**config.mk**
```make
export PLATFORM = sky130hd
export DESIGN_NAME = bounded_list_queue_top
export DESIGN_NICKNAME = d
export VERILOG_FILES = /design/src/sv/blq_pkg.sv /design/src/sv/bounded_list_queue_top.sv /design/src/sv/blq_cell.sv
export VERILOG_INCLUDE_DIRS = /design/src /design/src/sv
export SDC_FILE = /design/constraint.sdc
export NUM_CORES = 1
export LEC_CHECK = 0
export BUFFER_PORTS_ARGS = -buffer_cell sky130_fd_sc_hd__buf_4
export CAP_MARGIN = 40
export CORE_AREA = 2 2 161 115
export CTS_CLUSTER_DIAMETER = 30
export DETAILED_ROUTE_END_ITERATION = 7
export DIE_AREA = 0 0 163 117
export PLACE_DENSITY = 0.77
export SLEW_MARGIN = 0
export SYNTH_ARGS = -nofsm -noshare
export SYNTH_HDL_FRONTEND = slang
export SYNTH_SLANG_ARGS = --single-unit
```
**constraint.sdc**
```tcl
create_clock -name clk -period 6.7 [get_ports clk]
set_clock_uncertainty 0.15 [all_clocks]
set_input_delay 0.67 -clock clk [delete_from_list [all_inputs] [get_ports clk]]
set_output_delay 0.67 -clock clk [all_outputs]
set_load 0.01 [all_outputs]
```
**src/sv/assert_macros.svh**
```systemverilog
// Assertion macros shared by the RTL that checks itself.
// Every macro samples on the rising edge of clk and is disabled while rst_n is low.
`ifndef ASSERT_MACROS_SVH
`define ASSERT_MACROS_SVH

// The consequent must hold in the same cycle as the antecedent.
`define ASSERT_IMPLY(label, ante, cons, msg) \
    label: assert property (@(posedge clk) disable iff (!rst_n) (ante) |-> (cons)) \
        else $error(msg);

// The consequent must hold in the cycle after the antecedent.
`define ASSERT_NEXT(label, ante, cons, msg) \
    label: assert property (@(posedge clk) disable iff (!rst_n) (ante) |=> (cons)) \
        else $error(msg);

`endif

```
**src/sv/blq_pkg.sv**
```systemverilog
// Package for the bounded list queue: request and status codes, defaults, cell command type.
// It depends on nothing else.
package blq_pkg;

    localparam int DEPTH_DEF = 4;
    localparam int DATA_W    = 32;

    localparam logic [1:0] MODE_PUSH   = 2'd0;
    localparam logic [1:0] MODE_REMOVE = 2'd1;
    localparam logic [1:0] MODE_INSERT = 2'd2;

    localparam logic [1:0] ST_DONE    = 2'd0;
    localparam logic [1:0] ST_FULL    = 2'd1;
    localparam logic [1:0] ST_EMPTY   = 2'd2;
    localparam logic [1:0] ST_NOMATCH = 2'd3;

    typedef struct packed {
        logic push_go;
        logic ins_go;
    } blq_cmd_t;

endpackage

```
**src/sv/bounded_list_queue_top.sv**
```systemverilog
// Top level of the bounded list queue: a row of blq_cell slots, the entry count and the
// result register. Uses blq_pkg, blq_cell and assert_macros.svh.
//
//   channel | valid     | stall     | beat fields
//   in      | in_valid  | in_stall  | mode, new_value, match_value
//   out     | out_valid | out_stall | status, entry_total, head_value, tail_value
//
// One beat per cycle is sustained while out is not stalled.
// The path that sets the cycle is the match compare, its ripple through the row of cells
// and the tail select over all slots.
// Reset clears the entry count and the result valid flag; slot contents and result fields
// stay unknown.
// A held result stalls in only while out_stall is high.
`include "assert_macros.svh"

module bounded_list_queue_top
    import blq_pkg::*;
#(
    parameter int DEPTH = DEPTH_DEF,
    localparam int CW   = $clog2(DEPTH + 1)
)
(
    input  logic                     clk,
    input  logic                     rst_n,
    input  logic                     in_valid,
    output logic                     in_stall,
    input  logic [1:0]               mode,
    input  logic signed [DATA_W-1:0] new_value,
    input  logic signed [DATA_W-1:0] match_value,
    output logic                     out_valid,
    input  logic                     out_stall,
    output logic [1:0]               status,
    output logic [CW-1:0]            entry_total,
    output logic signed [DATA_W-1:0] head_value,
    output logic signed [DATA_W-1:0] tail_value
);

    logic [CW-1:0]            count_reg;
    logic [CW-1:0]            count_next;
    logic                     out_valid_reg;
    logic                     out_valid_next;
    logic [1:0]               status_reg;
    logic [1:0]               status_next;
    logic [CW-1:0]            total_reg;
    logic signed [DATA_W-1:0] head_reg;
    logic signed [DATA_W-1:0] head_next;
    logic signed [DATA_W-1:0] tail_reg;
    logic signed [DATA_W-1:0] tail_next;

    logic signed [DATA_W-1:0] cell_value [DEPTH];
    logic signed [DATA_W-1:0] cell_next  [DEPTH];
    logic                     first_chain [DEPTH+1];
    logic                     found_chain [DEPTH+1];

    logic     accept;
    logic     is_empty;
    logic     is_full;
    blq_cmd_t cmd;

    assign accept   = in_valid && !in_stall;
    assign in_stall = out_valid_reg && out_stall;
    assign is_empty = (count_reg == '0);
    assign is_full  = (count_reg == CW'(DEPTH));

    assign first_chain[0] = 1'b0;
    assign found_chain[0] = 1'b0;

    for (genvar i = 0; i < DEPTH; i++)
    begin : g_cell
        blq_cell u_cell (
            .clk         (clk),
            .cmd         (cmd),
            .occupied    (count_reg > CW'(i)),
            .new_value   (new_value),
            .match_value (match_value),
            .prev_value  ((i == 0) ? new_value : cell_value[(i == 0) ? 0 : i - 1]),
            .first_in    (first_chain[i]),
            .found_in    (found_chain[i]),
            .value       (cell_value[i]),
            .value_next  (cell_next[i]),
            .first_out   (first_chain[i+1]),
            .found_out   (found_chain[i+1])
        );
    end

    always_comb
    begin
        cmd         = '0;
        status_next = ST_DONE;
        count_next  = count_reg;
        unique case (mode)
            MODE_PUSH:
            begin
                if (is_full)
                begin
                    status_next = ST_FULL;
                end
                else
                begin
                    cmd.push_go = accept;
                    count_next  = count_reg + CW'(1);
                end
            end
            MODE_REMOVE:
            begin
                if (is_empty)
                begin
                    status_next = ST_EMPTY;
                end
                else
                begin
                    count_next = count_reg - CW'(1);
                end
            end
            MODE_INSERT:
            begin
                priority if (is_empty)
                begin
                    status_next = ST_EMPTY;
                end
                else if (is_full)
                begin
                    status_next = ST_FULL;
                end
                else if (!found_chain[DEPTH])
                begin
                    status_next = ST_NOMATCH;
                end
                else
                begin
                    cmd.ins_go = accept;
                    count_next = count_reg + CW'(1);
                end
            end
            default:
            begin
                status_next = ST_DONE;
            end
        endcase
    end

    always_comb
    begin
        head_next = (count_next == '0) ? '0 : cell_next[0];
        tail_next = '0;
        for (int i = 0; i < DEPTH; i++)
        begin
            tail_next = tail_next | (cell_next[i] & {DATA_W{count_next == CW'(i + 1)}});
        end
    end

    always_comb
    begin
        priority if (accept)
        begin
            out_valid_next = 1'b1;
        end
        else if (!out_stall)
        begin
            out_valid_next = 1'b0;
        end
        else
        begin
            out_valid_next = out_valid_reg;
        end
    end

    always_ff @(posedge clk or negedge rst_n)
    begin
        if (!rst_n)
        begin
            count_reg     <= '0;
            out_valid_reg <= 1'b0;
        end
        else
        begin
            out_valid_reg <= out_valid_next;
            if (accept)
            begin
                count_reg <= count_next;
            end
        end
    end

    always_ff @(posedge clk)
    begin
        if (accept)
        begin
            status_reg <= status_next;
            total_reg  <= count_next;
            head_reg   <= head_next;
            tail_reg   <= tail_next;
        end
    end

    assign out_valid   = out_valid_reg;
    assign status      = status_reg;
    assign entry_total = total_reg;
    assign head_value  = head_reg;
    assign tail_value  = tail_reg;

    `ASSERT_IMPLY(a_count_bound, 1'b1, count_reg <= CW'(DEPTH), "Entry count exceeds depth.")
    `ASSERT_IMPLY(a_no_insert_past_end, first_chain[DEPTH], count_reg == CW'(DEPTH),
                  "A match on the last slot was seen with room left in the list.")
    `ASSERT_NEXT(a_result_follows, accept, out_valid && entry_total == count_reg,
                 "Accepted request did not produce a result with the new count.")
    `ASSERT_NEXT(a_remove_empty, accept && mode == MODE_REMOVE && count_reg == '0,
                 status == ST_EMPTY && entry_total == '0,
                 "Removal from an empty list was not refused.")

endmodule

```
**src/sv/blq_cell.sv**
```systemverilog
// One slot of the list: holds a value, compares it with the match value and either
// shifts from its neighbor toward the head, takes the new value or keeps its own. Uses blq_pkg.
module blq_cell
    import blq_pkg::*;
(
    input  logic                     clk,
    input  blq_cmd_t                 cmd,
    input  logic                     occupied,
    input  logic signed [DATA_W-1:0] new_value,
    input  logic signed [DATA_W-1:0] match_value,
    input  logic signed [DATA_W-1:0] prev_value,
    input  logic                     first_in,
    input  logic                     found_in,
    output logic signed [DATA_W-1:0] value,
    output logic signed [DATA_W-1:0] value_next,
    output logic                     first_out,
    output logic                     found_out
);

    logic signed [DATA_W-1:0] value_reg;
    logic                     hit;

    assign hit       = occupied && (value_reg == match_value);
    assign first_out = hit && !found_in;
    assign found_out = found_in || hit;
    assign value     = value_reg;

    always_comb
    begin
        priority if (cmd.push_go)
        begin
            value_next = prev_value;
        end
        else if (cmd.ins_go && first_in)
        begin
            value_next = new_value;
        end
        else if (cmd.ins_go && found_in)
        begin
            value_next = prev_value;
        end
        else
        begin
            value_next = value_reg;
        end
    end

    always_ff @(posedge clk)
    begin
        value_reg <= value_next;
    end

endmodule

```
* Word-level counts from Yosys, hierarchy flattened *
Index checks and enable logic that the tools add are counted.
W data, S select, Z words.

storage, ports and cells
  register bits = 201
  bits of input ports = 70
  logic and storage cells = 86

cells by class
  add/subtract/negate cells = 2
  magnitude comparators = 4
  eq/ne operators = 12
  multiplexer cells = 29
  bitwise gates (word level) = 7
  reductions and logical operators = 22

operator list
  kind                   number
  $mux W32               9
  $and A32 B32 Y32       4
  $eq A32 B32 Y1         4
  $or A32 B32 Y32        3
  $mux W3                5
  $logic_and A1 B1 Y1    13
  $mux W1                9
  $pmux W3 S3            1
  $mux W2                4
  $eq A3 B2 Y1 const B   2
  $eq A3 B3 Y1 const B   2
  $gt A3 B1 Y1 const B   2
  $gt A3 B2 Y1 const B   2
  $logic_not A3 Y1       2
  $pmux W2 S3            1
  $add A3 B1 Y3 const B  1
  $eq A3 B1 Y1 const B   1
  $logic_not A1 Y1       3
  $logic_or A1 B1 Y1     3
  $sub A3 B1 Y3 const B  1
  $eq A2 B1 Y1 const B   1
  $eq A2 B2 Y1 const B   1
  $logic_not A2 Y1       1
  $ne A2 B1 Y1 const B   1

* Depth between registers and ports, before layout *
  depth in word-level cells = 16
  mapped depth = 15

* Cells and area by module *
From an unflattened synthesis, not the netlist that was laid out.

second synthesis, totals
  cells, all modules = 948
  area, all modules = 10483.8 µm²

by module, submodules not included
  module                  times used  cells each  area each (µm²)
  blq_cell                4           165         1684.1
  bounded_list_queue_top  1           288         3747.3

* Worst setup path before layout *
OpenSTA, ideal clock, no wires.

  kind = input port to flip-flop
  start point = input out_stall
  end point = register tail_reg[23] (netlist: tail_value[23]) (data pin)
  setup time = 0.266 ns
  arrival = 2.885 ns
  required time = 6.284 ns
  setup slack = 3.399 ns
  cell stages on the path = 13
  buffers on the path = 3
  cells stage by stage = nand2_1 > nand2_1 > or3_1 > or4_1 > buf_2 > nand2b_1 > or2_1 > buf_4 > buf_2 > nand2b_1 > o221a_2 > a22oi_1 > o21ai_1

RTL lines
  what                    RTL line                       RTL
  start: declaration      bounded_list_queue_top.sv:31   input logic out_stall,
  end signal: assignment  bounded_list_queue_top.sv:192  tail_reg <= tail_next;
  end: declaration        bounded_list_queue_top.sv:47   logic signed [DATA_W-1:0] tail_reg;

==> results.py <==
metrics = {
    "synthesis": {
        "avgSynthCellArea_um2": 10.60,
        "ys_seq_elements": 201,
        "synthAdderAreaFrac_pct": 0.6247,
        "synth.distinct_cells": 42,
        "syn_inst": 945,
        "synthMuxAreaShare_pct": 10.19,
        "yosys.area_share.simple_pct": 11.67,
        "synth-seq-area-share_pct": 47.28,
        "netlist_area_um2": 10010,
        "synth_xor_area_share_pct": 11.54,
        "ys_warn_count": 0,
        "synth_top_family_by_area": "compound AO/OA/AOI/OAI gates",
        "synth_compound_area_share_pct": 14.42,
        "synth_nets": 1020,
    },
    "min_path": {
        "hp-class": "in2reg",
        "hold_path_depth": 2,
        "holdCritStartpoint": "in_valid",
        "worstHoldEndpoint": "out_valid$_DFFE_PN0P_",
    },
    "clocking": {
        "htreeDepth": 1,
        "clockBufferDepth": 3,
        "clk_pin_slew_ns": 0.06,
        "cts_setup_buffers": 0,
        "cts_buffers": 31,
        "cts_tree": "done",
        "cts_sinks": 201,
        "clk_latency_ns": 0.56,
        "cts_root_buf": "clkbuf_16",
    },
    "worst_setup_path": {
        "r2r_cells": 15,
        "crit_fanout": 42,
        "critPathLaunchType": "flop",
        "rrSetupSlack_ns": 1.68,
        "critPathArrivalTime_ns": 5.15,
        "end_kind": "flop",
        "cp_slowest_stage_delay_ns": 0.68,
        "cp_slowest_cell": "or4_2",
        "crit_type": "reg2reg",
        "r2r_start": "count_reg[1]$_DFFE_PN0P_",
        "regToRegEndpoint": "tail_value[11]$_DFFE_PP_",
        "worstPathCellList": "inv_1 > ha_1 > inv_2 > nand2_1 > or3_1 > or4_2 > buf_4 > nand2b_1 > buf_4 > or2_2 > buf_12 > nand2b_1 > o221a_2 > a22oi_1 > o21ai_1",
        "crit_required_ns": 6.83,
    },
    "layout": {
        "final-seq-area_um2": 4735,
        "multi_input_area_um2": 4901,
        "final_util_pct": 69.95,
        "fillCellCount": 1336,
        "final_cell_count_no_fill": 1338,
        "layout_common_cells": "151 x buf_4, 128 x dfxtp_1, 78 x xor2_1",
        "fin_area_um2": 12380,
        "drive_gt1_share_pct": 28.68,
        "area_delta_synth_final_pct": 23.63,
        "fin_nets": 1152,
        "num_antenna_cells": 0,
        "largest_reg_flops": 128,
        "final_common_cell": "buf_4",
    },
    "sta": {
        "fin_crit_sh_pct": 74.89,
        "slew-limit-headroom_pct": 43.64,
        "worst_slew_pin_slew_ns": 0.8454,
        "rsz0062_at_grt": "false",
        "drv_slew": 0,
        "setup_viol": 0,
        "timing_hold_violations_final": 0,
        "fmax_mhz": 199.3,
        "tns_ns": 0,
        "period_needed_ns": 5.018,
    },
    "outcome": {
        "status": "complete, no violations",
    },
    "power_and_ir_drop": {
        "powerDensity_nw_per_um2": 521.0,
        "finalPower_uw": 6451,
        "peakVddDrop_uv": 296.2,
        "leakage_uw": 0.005069,
    },
    "placement": {
        "portBuffers": 140,
        "place_area_um2": 11300,
        "gp_congestion": 0.9167,
        "dpl.hpwl_um": 19990,
        "place_inst": 1279,
    },
    "global_route": {
        "grt_pass1_vias": 7553,
        "grtUsageTotal_pct": 30.69,
        "grt_overflow": 0,
        "antenna_found_initial": 0,
        "grt_max_degree": 65,
        "grt_pass1_wl_um": 44240,
    },
    "drt": {
        "vias": 8139,
        "dr.pass1.iters": 6,
        "detail-route-antenna-nets": 0,
        "post_drt_wl_per_cell_um": 22.05,
        "vias_per_cell": 6.083,
        "drt_wl_total_um": 29510,
        "route.detailed.drc": 0,
        "initialDrtViolationCount": 823,
    },
    "die": {
        "start_util_pct": 56.59,
        "pin_count": 141,
        "die_w_um": 163,
        "dieArea_um2": 19070,
        "die_h_um": 117,
        "coreArea_um2": 17700,
        "rows": 41,
    },
    "flow_run": {
        "max_cap_violations": 0,
    },
}
==> what timing repair did <==
action | CTS | global route
hold buffers | 1 | 0
hold endpoints to repair | 4 | 0
gates resized for setup | 0 | 0
==> through the flow <==
stage | hold WS, ns | worst slack (ns)
finish | 0.1714 | 1.683
global route | 0.1820 | 1.399
CTS | 0.1579 | 1.722
detailed placement | 0.3250 | 1.788
global placement | 0.3210 | 1.869
floorplan | 0.2244 | 3.399
==> critical path: cells and delay by family, from the launching register on <==
family                   cells  cell delay [ns]
flip-flops                   1             0.48
AO/OA/AOI/OAI                3             0.44
AND/OR/NAND/NOR              6             1.94
buffers and inverters        5             1.33
adder cells (fa/ha/maj)      1             0.37
==> worst max-delay path by stage <==
stage	slack, ns	to	startpoint	cells past startpoint
after floorplan	3.40	tail_value[23]$_DFFE_PP_	out_stall	13
after global placement	1.87	tail_value[21]$_DFFE_PP_	match_value[18]	14
after detailed placement	1.79	tail_value[21]$_DFFE_PP_	count_reg[1]$_DFFE_PN0P_	15
after CTS	1.72	tail_value[11]$_DFFE_PP_	count_reg[1]$_DFFE_PN0P_	15
after global routing	1.40	tail_value[11]$_DFFE_PP_	count_reg[1]$_DFFE_PN0P_	15
final	1.68	tail_value[11]$_DFFE_PP_	count_reg[1]$_DFFE_PN0P_	15
==> metal layers <==
layer	global-route usage [%]	share of wire [%]	up-vias
li1	-	-	3710
met1	44.79	43	3843
met2	45.48	42	502
met3	7.082	11	84
met4	9.558	3.1	0
met5	0	0	-
==> Yosys cell counts, drive strengths merged <==
master	number	area [µm²]
a31oi	4	25.02
dfxtp	128	2562
nand3	6	30.03
edfxtp	69	2072
and3	3	18.77
o311a	1	10.01
a21oi	8	40.04
xnor2	54	473.0
clkbuf	32	120.1
or4	2	15.01
ha	5	62.56
o22ai	1	6.260
inv	43	161.4
a22oi	31	232.7
xor2	78	683.2
nand2b	66	412.9
o21bai	1	7.510
buf	24	146.4
mux2i	66	660.6
or2	2	12.52
a221o	3	30.03
nor3	8	45.04
mux2	32	360.4
nand4	16	100.1
and4	1	8.760
o221a	64	720.7
a32oi	1	8.760
o21ai	69	345.3
a311oi	2	17.52
nor4	20	131.4
or3	6	37.54
nand2	47	176.4
dfrtp	4	100.1
nor2	48	180.2
==> final cells by class <==
cell class	count	area share, %
Sequential cell	201	38.24
Clock inverter	22	2.062
Tap cell	236	2.385
Inverter	43	1.304
Clock buffer	36	6.579
Multi-Input combinational cell	645	39.59
Timing Repair Buffer	155	9.843
==> cells by family after synthesis <==
| group | Yosys count |
|---|---|
| AOI/OAI and AO/OA | 185 |
| and+or+nand+nor | 225 |
| buffers and inverters | 99 |
| muxes | 98 |
| adders and majority gates | 5 |
| xor gates and xnor gates | 132 |
| DFF | 201 |
==> where the power goes <==
group	switching, µW	total [µW]	internal (µW)	leakage (µW)
clock	629	1640	1010	0.000517
combinational	1410	2550	1140	0.00275
sequential	385	2270	1880	0.00180
(Power assumes the default switching activity.)
